### config.mk
export PLATFORM = sky130hd
export DESIGN_NAME = fractional_box_row_downscaler_core_flat
export DESIGN_NICKNAME = d
export VERILOG_FILES = /design/src/rtl/fbrd_pkg.sv /design/src/rtl/fbrd_if.sv /design/src/rtl/fractional_box_row_downscaler_core.sv /design/src/rtl/fbrd_lane.sv /design/src/flat_wrapper.sv
export SDC_FILE = /design/constraint.sdc
export NUM_CORES = 2
export LEC_CHECK = 0
export BUFFER_PORTS_ARGS = -buffer_cell sky130_fd_sc_hd__buf_4
export CORE_ASPECT_RATIO = 0.6
export CORE_MARGIN = 2
export CORE_UTILIZATION = 63
export DETAILED_ROUTE_END_ITERATION = 6
export PLACE_DENSITY = 0.8
export SYNTH_ARGS = -nofsm -noshare
export SYNTH_HDL_FRONTEND = slang
export SYNTH_SLANG_ARGS = --single-unit
### constraint.sdc
create_clock -name clock -period 16.4 [get_ports clock]
set_input_delay 3.28 -clock clock [delete_from_list [all_inputs] [get_ports clock]]
set_output_delay 3.28 -clock clock [all_outputs]
set_load 0.1 [all_outputs]
### src/rtl/fbrd_pkg.sv
`timescale 1ns / 1ps
// ----------------------------------------------------------------------------
// fbrd_pkg: shared types and constants of the row downscaler
// Box geometry constants, channel widths and the per-pixel control bundle
// handed from the box tracker to the channel lanes.
// ----------------------------------------------------------------------------
package fbrd_pkg;

   localparam int unsigned PIXEL_W   = 32;
   localparam int unsigned CHAN_W    = 8;
   localparam int unsigned NUM_CHAN  = 4;
   localparam int unsigned WEIGHT_W  = 25;
   localparam int unsigned SUM_W     = 32;
   localparam int unsigned BOX_SHIFT = 24;
   localparam int unsigned PROD_W    = CHAN_W + WEIGHT_W;

   // Weight of one complete destination box.
   localparam logic [WEIGHT_W-1:0] FULL_BOX = WEIGHT_W'(1) << BOX_SHIFT;

   // How the current pixel's weight lands relative to the open box.
   typedef enum logic [1:0] {
      FILL_PARTIAL,   // box stays open
      FILL_EXACT,     // box closes exactly on this pixel
      FILL_SPLIT      // box closes, remainder opens the next box
   } fill_mode_type;

   typedef struct packed {
      fill_mode_type       mode;
      logic                clear;     // row end: drop the open box afterwards
      logic [WEIGHT_W-1:0] box_left;  // weight still missing from the box
      logic [WEIGHT_W-1:0] weight;    // saturated pixel weight
   } lane_ctrl_type;

endpackage

### src/rtl/fbrd_if.sv
`timescale 1ns / 1ps
// ----------------------------------------------------------------------------
// fbrd_if: valid/ready channels of the row downscaler
// Source pixel channel, destination pixel channel and weight write channel.
// ----------------------------------------------------------------------------
interface fbrd_req_if;
   logic        valid;
   logic        ready;
   logic [31:0] src_pixel;
   logic        row_end;

   modport source (output valid, output src_pixel, output row_end, input ready);
   modport sink   (input valid, input src_pixel, input row_end, output ready);
endinterface

interface fbrd_rsp_if;
   logic        valid;
   logic        ready;
   logic [31:0] out_pixel;

   modport source (output valid, output out_pixel, input ready);
   modport sink   (input valid, input out_pixel, output ready);
endinterface

interface fbrd_csr_if;
   logic        valid;
   logic        ready;
   logic [24:0] pixel_weight;

   modport source (output valid, output pixel_weight, input ready);
   modport sink   (input valid, input pixel_weight, output ready);
endinterface

### src/rtl/fractional_box_row_downscaler_core.sv
`timescale 1ns / 1ps
// ----------------------------------------------------------------------------
// fractional_box_row_downscaler_core: horizontal area-average downscaler
// One ARGB source pixel in, zero or one averaged destination pixel out.
// ----------------------------------------------------------------------------
// Each source pixel carries the weight written on the csr channel (one
// destination box weighs 2^24, larger values saturate to 2^24). Pixels are
// accumulated per channel into the open box; a pixel that crosses a box
// boundary gives the missing weight to the old box and the remainder to the
// new one, and each closed box comes out as the four channel sums shifted
// right by 24. A pixel flagged row_end is processed normally and then the
// open box is dropped. The block sustains one pixel per clock while the
// output is not stalled: an input register feeds a combinational
// multiply-accumulate (two 8x25 products per channel) that updates the box
// state and loads the output register, so a result passes the input
// register and then the output register. The weight register may be
// written only while no transaction is in flight.
// ----------------------------------------------------------------------------
module fractional_box_row_downscaler_core (
   input  logic          clock,
   input  logic          reset,
   fbrd_req_if.sink      req_ch,
   fbrd_rsp_if.source    rsp_ch,
   fbrd_csr_if.sink      csr_ch
);
   import fbrd_pkg::*;

   // Configuration.
   logic [WEIGHT_W-1:0] weight_ff, weight_in;

   // Input register.
   logic               in_valid_ff, in_valid_in;
   logic [PIXEL_W-1:0] pixel_ff;
   logic               last_ff;

   // Box state.
   logic [WEIGHT_W-1:0] box_left_ff, box_left_in;
   logic [SUM_W-1:0]    sum_ff [NUM_CHAN];
   logic [SUM_W-1:0]    sum_in [NUM_CHAN];

   // Output register.
   logic               out_valid_ff, out_valid_in;
   logic [PIXEL_W-1:0] out_pixel_ff, out_pixel_in;

   logic                advance;
   logic                emit;
   logic [WEIGHT_W-1:0] weight_sat;
   fill_mode_type       mode;
   lane_ctrl_type       lane_ctrl;
   logic [CHAN_W-1:0]   box_byte [NUM_CHAN];

   // Move the held pixel through the datapath whenever the output slot is
   // free or being emptied this cycle.
   assign advance = in_valid_ff && (!out_valid_ff || rsp_ch.ready);
   assign req_ch.ready = !in_valid_ff || advance;
   assign csr_ch.ready = 1'b1;

   assign weight_in = (csr_ch.valid) ? csr_ch.pixel_weight : weight_ff;

   // Saturate the weight so that a pixel never spans more than two boxes.
   assign weight_sat = (weight_ff > FULL_BOX) ? FULL_BOX : weight_ff;

   always_comb begin
      priority if (weight_sat < box_left_ff) begin
         mode = FILL_PARTIAL;
      end else if (weight_sat == box_left_ff) begin
         mode = FILL_EXACT;
      end else begin
         mode = FILL_SPLIT;
      end
   end

   assign lane_ctrl = '{mode: mode, clear: last_ff, box_left: box_left_ff,
                        weight: weight_sat};

   genvar g;
   generate
      for (g = 0; g < NUM_CHAN; g++) begin : g_lane
         fbrd_lane u_lane (
            .chan     (pixel_ff[g*CHAN_W +: CHAN_W]),
            .sum      (sum_ff[g]),
            .ctrl     (lane_ctrl),
            .box_byte (box_byte[g]),
            .sum_next (sum_in[g])
         );
      end
   endgenerate

   // Remaining box weight after this pixel; a split leaves the remainder
   // in a fresh box, and row end always starts over with a full box.
   always_comb begin
      box_left_in = box_left_ff;
      if (advance) begin
         if (last_ff) begin
            box_left_in = FULL_BOX;
         end else begin
            unique case (mode)
               FILL_PARTIAL: box_left_in = box_left_ff - weight_sat;
               FILL_EXACT:   box_left_in = FULL_BOX;
               FILL_SPLIT:   box_left_in = FULL_BOX - (weight_sat - box_left_ff);
               default:      box_left_in = FULL_BOX;
            endcase
         end
      end
   end

   // A closed box produces one result transaction.
   assign emit = advance && (mode != FILL_PARTIAL);

   always_comb begin
      in_valid_in = in_valid_ff;
      if (req_ch.valid && req_ch.ready) begin
         in_valid_in = 1'b1;
      end else if (advance) begin
         in_valid_in = 1'b0;
      end
   end

   always_comb begin
      out_valid_in = out_valid_ff;
      out_pixel_in = out_pixel_ff;
      if (emit) begin
         out_valid_in = 1'b1;
         out_pixel_in = {box_byte[3], box_byte[2], box_byte[1], box_byte[0]};
      end else if (rsp_ch.ready) begin
         out_valid_in = 1'b0;
      end
   end

   assign rsp_ch.valid     = out_valid_ff;
   assign rsp_ch.out_pixel = out_pixel_ff;

   // Control state and box state.
   always_ff @(posedge clock) begin
      if (reset) begin
         weight_ff    <= FULL_BOX;
         in_valid_ff  <= 1'b0;
         out_valid_ff <= 1'b0;
         box_left_ff  <= FULL_BOX;
         for (int i = 0; i < NUM_CHAN; i++) begin
            sum_ff[i] <= '0;
         end
      end else begin
         weight_ff    <= weight_in;
         in_valid_ff  <= in_valid_in;
         out_valid_ff <= out_valid_in;
         box_left_ff  <= box_left_in;
         if (advance) begin
            for (int i = 0; i < NUM_CHAN; i++) begin
               sum_ff[i] <= sum_in[i];
            end
         end
      end
   end

   // Payload registers: hold the pixel until it advances.
   always_ff @(posedge clock) begin
      if (req_ch.valid && req_ch.ready) begin
         pixel_ff <= req_ch.src_pixel;
         last_ff  <= req_ch.row_end;
      end
      out_pixel_ff <= out_pixel_in;
   end

   // The open box always misses some weight, never more than a full box.
   a_box_left_range: assert property (@(posedge clock) disable iff (reset)
      (box_left_ff != '0) && (box_left_ff <= FULL_BOX))
      else $error("box_left out of range");

   // A row end leaves an empty, full-weight box behind.
   a_row_end_clears: assert property (@(posedge clock) disable iff (reset)
      (advance && last_ff) |=> (box_left_ff == FULL_BOX) && (sum_ff[0] == '0)
         && (sum_ff[1] == '0) && (sum_ff[2] == '0) && (sum_ff[3] == '0))
      else $error("row end did not clear the box");

   // Never overwrite a held pixel that has not advanced.
   a_no_overrun: assert property (@(posedge clock) disable iff (reset)
      (req_ch.valid && req_ch.ready) |-> (!in_valid_ff || advance))
      else $error("input register overrun");

   // Never load a result while the previous one is still stalled.
   a_no_drop: assert property (@(posedge clock) disable iff (reset)
      emit |-> (!out_valid_ff || rsp_ch.ready))
      else $error("result dropped");

endmodule

### src/rtl/fbrd_lane.sv
`timescale 1ns / 1ps
// ----------------------------------------------------------------------------
// fbrd_lane: weighted accumulate for one color channel
// Computes the byte of a closing box and the next running sum of the channel.
// ----------------------------------------------------------------------------
module fbrd_lane (
   input  logic [fbrd_pkg::CHAN_W-1:0] chan,
   input  logic [fbrd_pkg::SUM_W-1:0]  sum,
   input  fbrd_pkg::lane_ctrl_type     ctrl,
   output logic [fbrd_pkg::CHAN_W-1:0] box_byte,
   output logic [fbrd_pkg::SUM_W-1:0]  sum_next
);
   import fbrd_pkg::*;

   logic [PROD_W-1:0] prod_w;
   logic [PROD_W-1:0] prod_left;
   logic [SUM_W-1:0]  closed_sum;
   logic [SUM_W-1:0]  rest_sum;

   // Full pixel share and the share that still fits the open box.
   assign prod_w    = PROD_W'(chan) * PROD_W'(ctrl.weight);
   assign prod_left = PROD_W'(chan) * PROD_W'(ctrl.box_left);

   assign closed_sum = sum + prod_left[SUM_W-1:0];
   assign rest_sum   = prod_w[SUM_W-1:0] - prod_left[SUM_W-1:0];
   assign box_byte   = closed_sum[BOX_SHIFT +: CHAN_W];

   always_comb begin
      sum_next = '0;
      if (!ctrl.clear) begin
         unique case (ctrl.mode)
            FILL_PARTIAL: sum_next = sum + prod_w[SUM_W-1:0];
            FILL_EXACT:   sum_next = '0;
            FILL_SPLIT:   sum_next = rest_sum;
            default:      sum_next = '0;
         endcase
      end
   end

endmodule
### src/flat_wrapper.sv
// flat-port wrapper written by rule: the top's interface ports become plain ports
module fractional_box_row_downscaler_core_flat import fbrd_pkg::*;
  (clock, reset, req_ch_valid, req_ch_src_pixel, req_ch_row_end, req_ch_ready, rsp_ch_valid, rsp_ch_out_pixel, rsp_ch_ready, csr_ch_valid, csr_ch_pixel_weight, csr_ch_ready);
  fbrd_req_if req_ch_i ();
  fbrd_rsp_if rsp_ch_i ();
  fbrd_csr_if csr_ch_i ();
  input  logic clock;
  input  logic reset;
  input wire logic [$bits(req_ch_i.valid)-1:0] req_ch_valid;
  input wire logic [$bits(req_ch_i.src_pixel)-1:0] req_ch_src_pixel;
  input wire logic [$bits(req_ch_i.row_end)-1:0] req_ch_row_end;
  output wire logic [$bits(req_ch_i.ready)-1:0] req_ch_ready;
  output wire logic [$bits(rsp_ch_i.valid)-1:0] rsp_ch_valid;
  output wire logic [$bits(rsp_ch_i.out_pixel)-1:0] rsp_ch_out_pixel;
  input wire logic [$bits(rsp_ch_i.ready)-1:0] rsp_ch_ready;
  input wire logic [$bits(csr_ch_i.valid)-1:0] csr_ch_valid;
  input wire logic [$bits(csr_ch_i.pixel_weight)-1:0] csr_ch_pixel_weight;
  output wire logic [$bits(csr_ch_i.ready)-1:0] csr_ch_ready;
  assign req_ch_i.valid = req_ch_valid;
  assign req_ch_i.src_pixel = req_ch_src_pixel;
  assign req_ch_i.row_end = req_ch_row_end;
  assign req_ch_ready = req_ch_i.ready;
  assign rsp_ch_valid = rsp_ch_i.valid;
  assign rsp_ch_out_pixel = rsp_ch_i.out_pixel;
  assign rsp_ch_i.ready = rsp_ch_ready;
  assign csr_ch_i.valid = csr_ch_valid;
  assign csr_ch_i.pixel_weight = csr_ch_pixel_weight;
  assign csr_ch_ready = csr_ch_i.ready;
  fractional_box_row_downscaler_core u_core (.clock(clock), .reset(reset), .req_ch(req_ch_i), .rsp_ch(rsp_ch_i), .csr_ch(csr_ch_i));
endmodule
==> run metrics <==
root buffer cell clkbuf_16; Peak VDD IR 0.183 mV; final WL 207,000 µm; Layout Nets 10.0k; worst hold path depth 2; final worst clock skew 30.9 ps; Worst Slack Setup Final 5720 ps; sequential share of the synthesized area 9.55%; DRT Pass-1 Iters 6; drt first-iter violations 6,133; Post-CTS Hold Fix Bufs 0; flop and latch count out of synthesis 245; Setup Crit Path Kind flip-flop to flip-flop; syn_nets 10.2k; later-pin clock latency in the skew report 680 ps; switching power 6.90 mW; setup bufs post-CTS 0; TritonCTS clock tree done; Reg2Reg Depth 34; critical path required time 16,780 ps; Fin. Hold Viols 0; row count 95; Core ar. 112,000 µm²; final period demand of the worst path 10,680 ps; number of fill cells 9,148; Maximum Capacitance Violations 0; Max-Slew Margin vs Limit 12.4%; Worst Hold Class flip-flop to flip-flop; Synth Cell Area 71,600 µm²; full die area 116,000 µm²; Int Power 5.20 mW; DR vias/cell 6.23; die span in y 265 µm; placed inst area 73,400 µm²; wire length per cell 21.4 µm; Yosys cell types 101; power share of the combinational group 84.4%; Post-DP HPWL 153,000 µm; Post-Syn Instances 8,325; Fmax 93.7 MHz; pin count of the biggest net entering global routing 323; biggest cell delay along the critical path 710 ps; worst hold endpoint u_core.weight_ff[1]; GPL Wtd Cong 0.973; Num CTS Buffers 31; RSZ-0062 raised after global routing no; Register Area 6840 µm²; CTS H-tree lvls 1; DP Worst Slack 6000 ps; FF-to-FF End u_core.sum_ff[1][30]; initial antenna violation count 12; Multi-input gate area 58,900 µm²; Starting Density 63.7%; Flop pwr share 9.0%; Async SR Flop Fraction 0%; clk buf depth 3; Post-synth top flop edfxtp_1; Congestion Overflow GR 0; YS warnings 0; Port-buffer cells 96; Resized cells post-CTS 0; R2R setup slack 5720 ps; vias in the first global route 60.8k; layout cells sized above 1 4.32%; Clock Power Share 6.6%; hold_ws 539 ps; Worst-Margin Slew 1310 ps; first-pass GRT wire length 332,000 µm; status complete, no violations; design area 74,600 µm²; worst path arrival time 11,050 ps; PD cells 162 nW/µm²; hold path startpoint u_core.weight_ff[1]; Critical-path top delay cell o21ai_4; clock sink total 245; Clock transition at path regs 70 ps; die width 439 µm; Reg-to-Reg Start u_core.weight_ff[3]; Final period util 65.1%; Startpoint Class flip-flop; Syn-to-layout area delta 4.18%; Max Slew Vio Count 0; total track usage 35.9%; IO Count 98; Leak 37.4 nW; setup TNS 0 ps; Worst setup EP type flip-flop; final setup vio count 0; Avg Cell Area, Syn 8.60 µm²; Critical Path Fanout Max 322; Via Count 60.2k; DRC Markers 0; switching share of total power 57.0%; Post-DRT Antenna Nets 0; Post-synth EDFFs 193
critical path: cells and delay by family, from the launching register on:
family / cells / cell delay [ps]
AO/OA/AOI/OAI: 15 / 4320
AND/OR/NAND/NOR: 6 / 1430
flip-flops: 1 / 300
XOR/XNOR: 2 / 310
buffers and inverters: 5 / 950
adder cells (fa/ha/maj): 6 / 2710
cells in the final DEF, fill, tap and decap left out, drive strengths merged, types with 54 or more instances in the layout:
| cell type | synthesis | routed |
|---|---|---|
| edfxtp | 193 | 193 |
| and2 | 514 | 514 |
| nand2b | 64 | 64 |
| xnor2 | 303 | 303 |
| a31oi | 54 | 54 |
| nor2 | 434 | 434 |
| xor2 | 188 | 188 |
| nor3 | 108 | 108 |
| a21o | 222 | 222 |
| and3 | 510 | 510 |
| nand2 | 930 | 930 |
| o21ai | 239 | 239 |
| fa | 1125 | 1125 |
| buf | 6 | 198 |
| a21oi | 417 | 417 |
| inv | 1143 | 1149 |
| ha | 705 | 705 |
| o21a | 61 | 61 |
| nand3 | 68 | 68 |
routing by layer:
| metal | share of wire (%) | vias up | GRT usage, % |
|---|---|---|---|
| li1 | - | 26751 | - |
| met1 | 42 | 29688 | 52.1 |
| met2 | 42 | 3369 | 52.6 |
| met3 | 13 | 392 | 9.84 |
| met4 | 3.0 | 6 | 9.83 |
| met5 | 0.083 | - | 0.868 |
flip-flops by register name, summed over array words and instances, names as in the netlist:
signal	flops
u_core.pixel_ff	32
u_core.rsp_ch.valid	1
u_core.weight_ff	25
u_core.last_ff	1
u_core.rsp_ch.out_pixel	32
u_core.sum_ff	128
u_core.box_left_ff	25
u_core.in_valid_ff	1
logic make-up after synthesis:
kind of cell | count (synthesis) | share of synthesized area (%)
compound gates | 1281 | 11.6
xor+xnor | 492 | 6.05
fa+ha+maj | 1830 | 43.8
buf+inv | 1574 | 8.26
flops | 245 | 9.55
mux | 34 | 0.486
other cells | 1 | 0.00524
simple gates | 2868 | 20.3
power groups by stage:
stage / Clock [mW] / Sequential [mW] / Combinational, mW
after floorplan: 0 / 1.36 / 7.21
after global placement: 0 / 1.08 / 9.65
after detailed placement: 0 / 1.09 / 9.89
after CTS: 0.806 / 1.08 / 9.97
after global routing: 0.830 / 1.10 / 11.2
final: 0.800 / 1.08 / 10.2
worst max-delay path by stage:
| stage | from | to | slack, ps | cells past startpoint |
|---|---|---|---|---|
| final | u_core.weight_ff[3] | u_core.sum_ff[1][30] | 5720 | 34 |
| after global routing | u_core.weight_ff[3] | u_core.sum_ff[1][30] | 5250 | 34 |
| after CTS | u_core.weight_ff[3] | u_core.sum_ff[1][30] | 5940 | 34 |
| after detailed placement | u_core.weight_ff[3] | u_core.sum_ff[1][30] | 6000 | 34 |
| after global placement | u_core.weight_ff[3] | u_core.sum_ff[1][30] | 6180 | 34 |
| after floorplan | u_core.weight_ff[3] | u_core.sum_ff[1][30] | 8100 | 34 |
cell type report:
class / count / area share (%)
inverters: 1143 / 5.76
clock buffers: 38 / 1.18
flip-flops and latches: 245 / 9.17
repair buffers: 198 / 2.01
multi-input cells: 6506 / 79.0
clock inverters: 19 / 0.325
diodes: 8 / 0.0268
well taps: 1503 / 2.52
stage by stage:
| step | instances | total power, mW | utilization (%) |
|---|---|---|---|
| detailed placement | 9595 | 11.0 | 65.4 |
| finish | 9660 | 12.1 | 66.4 |
| global placement | 9595 | 10.7 | 65.4 |
| CTS | 9652 | 11.8 | 66.4 |
| floorplan | 8325 | 8.57 | - |
| global route | 9658 | 13.1 | 66.4 |
synth_stat cells, types with 22 or more instances:
master	count	area, µm²
dfxtp_1	52	1040
nand3_1	67	335
o21a_1	61	458
inv_1	1143	4290
nor2_1	433	1630
and3_1	510	3190
o211ai_1	22	165
or2_2	23	144
clkbuf_1	425	1600
xor2_1	188	1650
nor2b_1	52	325
xnor2_1	302	2650
nor3_1	107	536
a21o_1	222	1670
and2_1	514	3220
a211oi_1	32	240
edfxtp_1	193	5800
mux2i_1	28	280
a31oi_1	51	319
nand4_1	31	194
nand2b_1	64	400
nor4_1	39	244
o21bai_1	45	338
o21ai_0	224	1120
ha_1	705	8820
a21oi_1	414	2070
nand2_1	930	3490
fa_1	1125	22500
No activity file was read; power rests on OpenSTA's default activity.
